## src/hdl/spp_pkg.sv

```systemverilog
// Package for the sparse pixel packetizer: packet marks, header layout and
// input command codes. It has no dependencies.
`default_nettype none

package spp_pkg;

  // Packet marks: a data packet opens with 'B', a terminal packet is 'C'.
  localparam logic [7:0] DATA_MARK = 8'h42;
  localparam logic [7:0] TERM_MARK = 8'h43;

  // Packet layout sizes in bytes.
  localparam int HDR_BYTES   = 4;
  localparam int ENTRY_BYTES = 3;

  // Width of the linear pixel index and of one buffered entry.
  localparam int POS_W   = 16;
  localparam int ENTRY_W = 24;

  // Input command codes carried in in_tuser.
  localparam logic CMD_PIXEL = 1'b0;
  localparam logic CMD_EOF   = 1'b1;

  // Header byte positions.
  localparam logic [1:0] HDR_MARK   = 2'd0;
  localparam logic [1:0] HDR_ID_LO  = 2'd1;
  localparam logic [1:0] HDR_ID_HI  = 2'd2;
  localparam logic [1:0] HDR_COUNT  = 2'd3;

  // Byte positions inside one entry.
  localparam logic [1:0] ENT_IDX_LO = 2'd0;
  localparam logic [1:0] ENT_IDX_HI = 2'd1;
  localparam logic [1:0] ENT_VALUE  = 2'd2;

  // One result byte with its flags.
  typedef struct packed {
    logic [7:0] data_byte;
    logic       packet_end;
    logic       run_end;
  } out_item_t;

endpackage

`default_nettype wire

```

## src/hdl/sparse_pixel_packetizer.sv

```systemverilog
// A packet's first byte passes the state register, then the output register.
// A pixel that sends nothing leaves the block idle; a data packet streams
// 4 + 3 * entries bytes at one byte per cycle from the entry RAM while not
// stalled by out_tready, a terminal packet one byte. New input is taken once
// the last byte is in the output register. Synchronous reset (rst_n low)
// clears state, count, position, eof, image id and output valid, not the RAM.
`default_nettype none

module sparse_pixel_packetizer
  import spp_pkg::*;
#(
  parameter int PACKET_FILL_LIMIT = 61,
  parameter int FRAME_SIDE        = 256
) (
  input  wire logic        clk,
  input  wire logic        rst_n,
  // Configuration write channel: image_id.
  input  wire logic        cfg_valid,
  output logic             cfg_ready,
  input  wire logic [15:0] cfg_data,
  // Input stream.
  input  wire logic        in_tvalid,
  output logic             in_tready,
  input  wire logic [15:0] in_tdata,   // [7:0] pixel_value, [8] source_empty
  input  wire logic        in_tuser,   // [0] cmd
  // Result stream.
  output logic             out_tvalid,
  input  wire logic        out_tready,
  output logic [7:0]       out_tdata,  // [7:0] data_byte
  output logic             out_tlast,  // packet_end
  output logic             out_tuser   // [0] run_end
);

  localparam int ENTRIES      = ((PACKET_FILL_LIMIT - HDR_BYTES) / ENTRY_BYTES) + 1;
  localparam int CNT_W        = $clog2(ENTRIES + 1);
  localparam int ADDR_W       = $clog2(ENTRIES);
  localparam int FRAME_PIXELS = FRAME_SIDE * FRAME_SIDE;

  // Sequencer states.
  localparam logic [1:0] S_IDLE = 2'd0;
  localparam logic [1:0] S_HDR  = 2'd1;
  localparam logic [1:0] S_ENT  = 2'd2;
  localparam logic [1:0] S_TERM = 2'd3;

  logic [1:0]         state_r, state_nxt;
  logic [CNT_W-1:0]   count_r, count_nxt;
  logic [POS_W-1:0]   pos_r, pos_nxt;
  logic [15:0]        image_id_r, image_id_nxt;
  logic               eof_r, eof_nxt;
  logic [1:0]         hdr_sel_r, hdr_sel_nxt;
  logic [1:0]         byte_sel_r, byte_sel_nxt;
  logic [ADDR_W-1:0]  ent_idx_r, ent_idx_nxt;
  logic [ENTRY_W-1:0] ent_r, ent_nxt;
  logic               out_valid_r, out_valid_nxt;
  out_item_t          out_item_r, out_item_nxt;

  logic               in_accept;
  logic               in_cmd;
  logic [7:0]         in_pixel;
  logic               in_empty;
  logic               load;
  logic               last_entry;
  logic [ADDR_W-1:0]  last_idx;

  logic               ram_wr_en;
  logic [ADDR_W-1:0]  ram_wr_addr;
  logic [ENTRY_W-1:0] ram_wr_data;
  logic               ram_rd_en;
  logic [ADDR_W-1:0]  ram_rd_addr;
  logic [ENTRY_W-1:0] ram_rd_data;

  assign in_cmd    = in_tuser;
  assign in_pixel  = in_tdata[7:0];
  assign in_empty  = in_tdata[8];
  assign in_tready = (state_r == S_IDLE);
  assign in_accept = in_tvalid && in_tready;
  assign cfg_ready = 1'b1;

  // The output register takes a new byte when it is empty or being drained.
  assign load = !out_valid_r || out_tready;

  assign last_idx   = ADDR_W'(count_r - CNT_W'(1));
  assign last_entry = (ent_idx_r == last_idx);

  // Entry store: written on a nonzero pixel, read ahead during emission.
  assign ram_wr_en   = in_accept && (in_cmd == CMD_PIXEL) && (in_pixel != 8'd0) &&
                       (count_r < CNT_W'(ENTRIES));
  assign ram_wr_addr = count_r[ADDR_W-1:0];
  assign ram_wr_data = {in_pixel, pos_r};
  assign ram_rd_en   = (state_r == S_HDR) ||
                       ((state_r == S_ENT) && load && (byte_sel_r == ENT_IDX_LO) &&
                        !last_entry);
  assign ram_rd_addr = (state_r == S_HDR) ? '0 : ent_idx_r + ADDR_W'(1);

  spp_ram #(
    .WIDTH (ENTRY_W),
    .DEPTH (ENTRIES)
  ) u_entry_ram (
    .clk     (clk),
    .wr_en   (ram_wr_en),
    .wr_addr (ram_wr_addr),
    .wr_data (ram_wr_data),
    .rd_en   (ram_rd_en),
    .rd_addr (ram_rd_addr),
    .rd_data (ram_rd_data)
  );

  // Sequencer, counters and the next output byte.
  always_comb begin
    state_nxt     = state_r;
    count_nxt     = count_r;
    pos_nxt       = pos_r;
    image_id_nxt  = image_id_r;
    eof_nxt       = eof_r;
    hdr_sel_nxt   = hdr_sel_r;
    byte_sel_nxt  = byte_sel_r;
    ent_idx_nxt   = ent_idx_r;
    ent_nxt       = ent_r;
    out_valid_nxt = out_valid_r;
    out_item_nxt  = out_item_r;

    if (cfg_valid && cfg_ready) begin
      image_id_nxt = cfg_data;
    end

    if (load) begin
      out_valid_nxt = 1'b0;
    end

    unique case (state_r)
      S_IDLE: begin
        if (in_accept) begin
          if (in_cmd == CMD_PIXEL) begin
            if (pos_r == POS_W'(FRAME_PIXELS - 1)) begin
              pos_nxt = '0;
            end else begin
              pos_nxt = pos_r + POS_W'(1);
            end
            if (ram_wr_en) begin
              count_nxt = count_r + CNT_W'(1);
              if (count_r + CNT_W'(1) == CNT_W'(ENTRIES)) begin
                eof_nxt     = 1'b0;
                hdr_sel_nxt = HDR_MARK;
                state_nxt   = S_HDR;
              end
            end
          end else begin
            pos_nxt = '0;
            eof_nxt = 1'b1;
            if (in_empty) begin
              count_nxt = '0;
            end else if (count_r != '0) begin
              hdr_sel_nxt = HDR_MARK;
              state_nxt   = S_HDR;
            end else begin
              state_nxt = S_TERM;
            end
          end
        end
      end

      S_HDR: begin
        if (load) begin
          out_valid_nxt           = 1'b1;
          out_item_nxt.packet_end = 1'b0;
          out_item_nxt.run_end    = 1'b0;
          unique case (hdr_sel_r)
            HDR_MARK:  out_item_nxt.data_byte = DATA_MARK;
            HDR_ID_LO: out_item_nxt.data_byte = image_id_r[7:0];
            HDR_ID_HI: out_item_nxt.data_byte = image_id_r[15:8];
            default:   out_item_nxt.data_byte = 8'(count_r);
          endcase
          hdr_sel_nxt = hdr_sel_r + 2'd1;
          if (hdr_sel_r == HDR_COUNT) begin
            ent_idx_nxt  = '0;
            byte_sel_nxt = ENT_IDX_LO;
            state_nxt    = S_ENT;
          end
        end
      end

      S_ENT: begin
        if (load) begin
          out_valid_nxt           = 1'b1;
          out_item_nxt.packet_end = 1'b0;
          out_item_nxt.run_end    = 1'b0;
          unique case (byte_sel_r)
            ENT_IDX_LO: begin
              out_item_nxt.data_byte = ram_rd_data[7:0];
              ent_nxt                = ram_rd_data;
            end
            ENT_IDX_HI: out_item_nxt.data_byte = ent_r[15:8];
            default:    out_item_nxt.data_byte = ent_r[23:16];
          endcase
          if (byte_sel_r == ENT_VALUE) begin
            byte_sel_nxt = ENT_IDX_LO;
            ent_idx_nxt  = ent_idx_r + ADDR_W'(1);
            if (last_entry) begin
              // Last byte of the data packet; the buffer empties here.
              out_item_nxt.packet_end = 1'b1;
              out_item_nxt.run_end    = !eof_r;
              count_nxt               = '0;
              state_nxt               = eof_r ? S_TERM : S_IDLE;
            end
          end else begin
            byte_sel_nxt = byte_sel_r + 2'd1;
          end
        end
      end

      default: begin
        // Terminal packet closes the frame.
        if (load) begin
          out_valid_nxt           = 1'b1;
          out_item_nxt.data_byte  = TERM_MARK;
          out_item_nxt.packet_end = 1'b1;
          out_item_nxt.run_end    = 1'b1;
          count_nxt               = '0;
          state_nxt               = S_IDLE;
        end
      end
    endcase
  end

  // Control registers.
  always_ff @(posedge clk) begin
    if (!rst_n) begin
      state_r     <= S_IDLE;
      count_r     <= '0;
      pos_r       <= '0;
      image_id_r  <= '0;
      eof_r       <= 1'b0;
      out_valid_r <= 1'b0;
    end else begin
      state_r     <= state_nxt;
      count_r     <= count_nxt;
      pos_r       <= pos_nxt;
      image_id_r  <= image_id_nxt;
      eof_r       <= eof_nxt;
      out_valid_r <= out_valid_nxt;
    end
  end

  // Payload and emission position registers.
  always_ff @(posedge clk) begin
    hdr_sel_r  <= hdr_sel_nxt;
    byte_sel_r <= byte_sel_nxt;
    ent_idx_r  <= ent_idx_nxt;
    ent_r      <= ent_nxt;
    out_item_r <= out_item_nxt;
  end

  assign out_tvalid = out_valid_r;
  assign out_tdata  = out_item_r.data_byte;
  assign out_tlast  = out_item_r.packet_end;
  assign out_tuser  = out_item_r.run_end;

endmodule

`default_nettype wire

```

## src/hdl/spp_ram.sv

```systemverilog
// Generic single-port-write, single-port-read RAM with a registered read.
// No dependencies; contents are undefined until written.
`default_nettype none

module spp_ram #(
  parameter int WIDTH = 24,
  parameter int DEPTH = 20
) (
  input  wire logic                     clk,
  input  wire logic                     wr_en,
  input  wire logic [$clog2(DEPTH)-1:0] wr_addr,
  input  wire logic [WIDTH-1:0]         wr_data,
  input  wire logic                     rd_en,
  input  wire logic [$clog2(DEPTH)-1:0] rd_addr,
  output logic      [WIDTH-1:0]         rd_data
);

  logic [WIDTH-1:0] mem [DEPTH];

  // Write port.
  always_ff @(posedge clk) begin
    if (wr_en) begin
      mem[wr_addr] <= wr_data;
    end
  end

  // Registered read; the data holds while rd_en is low.
  always_ff @(posedge clk) begin
    if (rd_en) begin
      rd_data <= mem[rd_addr];
    end
  end

endmodule

`default_nettype wire

```

## config.mk

```make
export PLATFORM = sky130hd
export DESIGN_NAME = sparse_pixel_packetizer
export DESIGN_NICKNAME = d
export VERILOG_FILES = /design/src/hdl/spp_pkg.sv /design/src/hdl/sparse_pixel_packetizer.sv /design/src/hdl/spp_ram.sv
export SDC_FILE = /design/constraint.sdc
export NUM_CORES = 1
export LEC_CHECK = 0
export BUFFER_PORTS_ARGS = -buffer_cell sky130_fd_sc_hd__buf_2
export CORE_MARGIN = 4
export CORE_UTILIZATION = 60
export CTS_BUF_LIST = sky130_fd_sc_hd__clkbuf_8
export DETAILED_ROUTE_END_ITERATION = 10
export PLACE_DENSITY = 0.77
export REMOVE_ABC_BUFFERS = 1
export SLEW_MARGIN = 20
export SYNTH_ARGS = -nofsm -noshare
export SYNTH_HDL_FRONTEND = slang
export SYNTH_SLANG_ARGS = --single-unit
```

## constraint.sdc

```tcl
create_clock -name clk -period 5 [get_ports clk]
set_input_delay 0.25 -clock clk [delete_from_list [all_inputs] [get_ports clk]]
set_output_delay 0.25 -clock clk [all_outputs]
set_load 0.02 [all_outputs]
```

==> impl_metrics.ini <==
[cells_and_area]
fillers = 2498
areaGrowthSynthToFinish_pct = 11.98
finish.instance_area_um2 = 26130
mostFrequentLayoutCell = edfxtp_1
num-nets-final = 1654
commonest_cells_after_routing_fill_and_taps_aside = edfxtp_1, nand2_1, a211oi_1
layout-drive-gt1-share_pct = 15.87
n_antenna_cell = 0

[logic_synthesis]
syn_avg_cell_area_um2 = 15.56
netlist_instances = 1499
synth_area_um2 = 23330
yosys_warnings = 0
yosys_register_bits = 580
synth.lib_cells_used.distinct = 64
synth_seq_area_share_pct = 72.89
synth_edf_count = 539
postSynth.asyncResetShare_pct = 0
synth_flop_cell = edfxtp_1

[pwr]
power.static_leakage_nw = 8.778
vdd_ir_drop_max_mv = 0.4527
power_density_nw_per_um2 = 556.1
cellInternalPower_mw = 9.328
comb_power_share_pct = 35.3
power_frac_seq_pct = 40.5
switchingPower_mw = 5.201
p_clk_share_pct = 24.2
sw_frac_of_total_pct = 35.80

[outcome]
status = complete, no violations

[timing]
fin_crit_sh_pct = 71.60
clock.fmax_mhz = 279.3
timing.clock.skew_ns = 0.02105
setup_viol = 0
setup_tns_ns = 0
worst_margin_pin_slew_ns = 1.133
rsz0062_at_grt = false
finalWorstPathRequiredPeriod_ns = 3.580
worst_slew_margin_rel_pct = 24.30
report.final.slew_viol_count = 0
final_hold_viol_count = 0

[detailed_routing]
detail_route.first_pass.iterations = 6
via_count = 13590
finalWirelength_mm = 52.76
vias_per_cell = 6.233
drt.antenna.violating_nets = 0
drt-wirelength-per-cell_um = 24.19
detailedRoute.firstIterationViolations = 1649
drc = 0

[global_routing]
use_met3_pct = 5.232
grt_antenna_before_repair = 0
grt-busiest-layer = met2
first_global_vias = 13600
grtUsageTotal_pct = 25.27
maximum_number_of_pins_on_one_net_before_global_route_repair = 138
grt_first_pass_wirelength_mm = 79.85
grtUsageMet2_pct = 38.99
groute.layer.met1.usage_pct = 35.20
grt_overflow_total = 0

[setup_path]
critical_path_peak_fanout = 15
critical_path.startpoint_type = flip-flop
timing.rr.start = state_r[0]
setup.worst_path.end = u_entry_ram.mem[17][14]
worstPathArrival_ns = 3.89
required_arrival_time_at_the_worst_endpoint_ns = 5.31
cp-startpoint = state_r[0]
cp-end-kind = flip-flop
timing.rr.end = u_entry_ram.mem[17][14]
setup.worst_path.class = reg2reg
r2r_slack_ns = 1.42
r2r.worst_path.cells = 8

[cts]
cts-root-to-sink-buffers = 3
cts.clk_slew.worst_paths_ns = 0.06
cts_num_sinks = 580
cts_max_level = 3
hold_buffers = 21
post-cts-setup-buffers = 0
cts-buffers-inserted = 89
clk_latency_ns = 0.64
tritoncts = built
cts.root.buffer_cell = clkbuf_8
ctsResizeCount = 0

[floorplanning]
fp-row-count = 71
die_h_um = 205.2
io_pins = 51
core_um2 = 38020
die_w_um = 205.2
initial_utilization_pct = 61.36
dieArea_um2 = 42110

[placement]
place_congestion = 0.9448
io_buffers = 42
post_dp_cell_area_um2 = 24190
dp.final_hpwl_mm = 29.72

[flow_run]
maxCapViolations = 0

[hold_path]
hold_path.class = in2reg
## worst max-delay path, cell delays in order, from the launching register on
cell,delay (ns)
dfxtp_1,0.34
inv_1,0.09
ha_1,0.51
nor2b_1,0.35
nand2_1,0.16
a21oi_1,0.28
nand3b_1,0.41
nor2_2,0.68
buf_4,0.42
## state kept, by name, indices dropped and copies added, names as in the netlist, 2 cells and up, named ones only
register             cells
u_entry_ram.mem        480
state_r                  2
image_id_r              16
ent_idx_r                5
pos_r                   16
ent_r                   16
out_tdata                8
u_entry_ram.rd_data     24
hdr_sel_r                2
byte_sel_r               2
count_r                  5
## how the worst min path moves through the flow
stage,startpoint,endpoint,slack [ns],depth (start not counted)
5_1_grt,in_tdata[2],u_entry_ram.mem[9][18],0.04,1
3_3_place_gp,u_entry_ram.rd_data[11],ent_r[11],0.40,0
4_1_cts,in_tdata[6],u_entry_ram.mem[8][22],0.006,1
6_report,in_tdata[2],u_entry_ram.mem[8][18],0.03,1
2_1_floorplan,in_tdata[0],u_entry_ram.mem[0][16],0.35,0
3_5_place_dp,u_entry_ram.rd_data[22],ent_r[22],0.40,0
## power groups by stage
stage	Sequential [mW]	Clock, mW	Combinational, mW
2_1_floorplan	6.08	0	3.31
3_3_place_gp	5.96	0	4.91
3_5_place_dp	5.98	0	5.04
4_1_cts	5.88	3.57	5.08
5_1_grt	5.90	3.80	5.50
6_report	5.88	3.52	5.12
## cell families (layout without fill, tap and decap cells)
logic type | count (synthesis) | after routing | share of synthesized area, %
other | 1 | 1 | 0.01607
muxes | 118 | 118 | 7.642
adders and majority gates | 17 | 17 | 0.9117
AOI/OAI and AO/OA | 261 | 261 | 8.001
xor gates and xnor gates | 12 | 12 | 0.5309
and+or+nand+nor | 406 | 406 | 8.055
buffers and inverters | 104 | 275 | 1.952
DFF | 580 | 580 | 72.89
## synthesized netlist by cell type (all sizes together), types with 4 or more instances
cell type	number	area share [%]
edfxtp	539	69
nand2	170	2.7
a211oi	95	3.1
nor2	89	1.4
nor2b	83	2.2
mux2i	69	3.0
clkbuf	53	0.85
a31oi	52	1.4
mux4	48	4.6
dfxtp	41	3.5
buf	36	0.86
o21ai	26	0.56
a32oi	22	0.83
nand3	22	0.47
a22oi	19	0.61
ha	17	0.91
a21oi	16	0.34
inv	14	0.23
and3	9	0.24
or3	8	0.23
xnor2	6	0.31
xor2	6	0.23
and2	5	0.13
nor3	5	0.11
a221oi	4	0.15
o22ai	4	0.13
## metrics by stage
stage	setup WS, ns	utilization [%]	hold WS (ns)	instances	total power, mW
final	1.420	68.71	0.03298	2181	14.53
after global routing	1.188	68.71	0.04215	2181	15.20
after CTS	1.550	68.34	0.005942	2175	14.52
after detailed placement	1.556	63.62	0.4045	1992	11.02
after global placement	1.714	63.62	0.4002	1992	10.88
after floorplan	-1.895	-	0.3489	1410	9.392
## layout make-up
class                           count  area (um^2)  share of cell area (%)
Inverter                           15        56.30                  0.2155
Multi-Input combinational cell    815         5998                   22.96
Tap cell                          511        639.4                   2.447
Timing Repair Buffer               98        843.3                   3.228
Clock buffer                       91         1252                   4.794
Clock inverter                     71        329.1                   1.260
Sequential cell                   580        17010                   65.10
## metal layers
metal  share of wire [%]  vias to the layer above
li1                    -                     6040
met1                  40                     6706
met2                  46                      709
met3                 9.6                      139
met4                 4.1                        0
met5                   0                        -
Power figures use the tool's default switching activity.
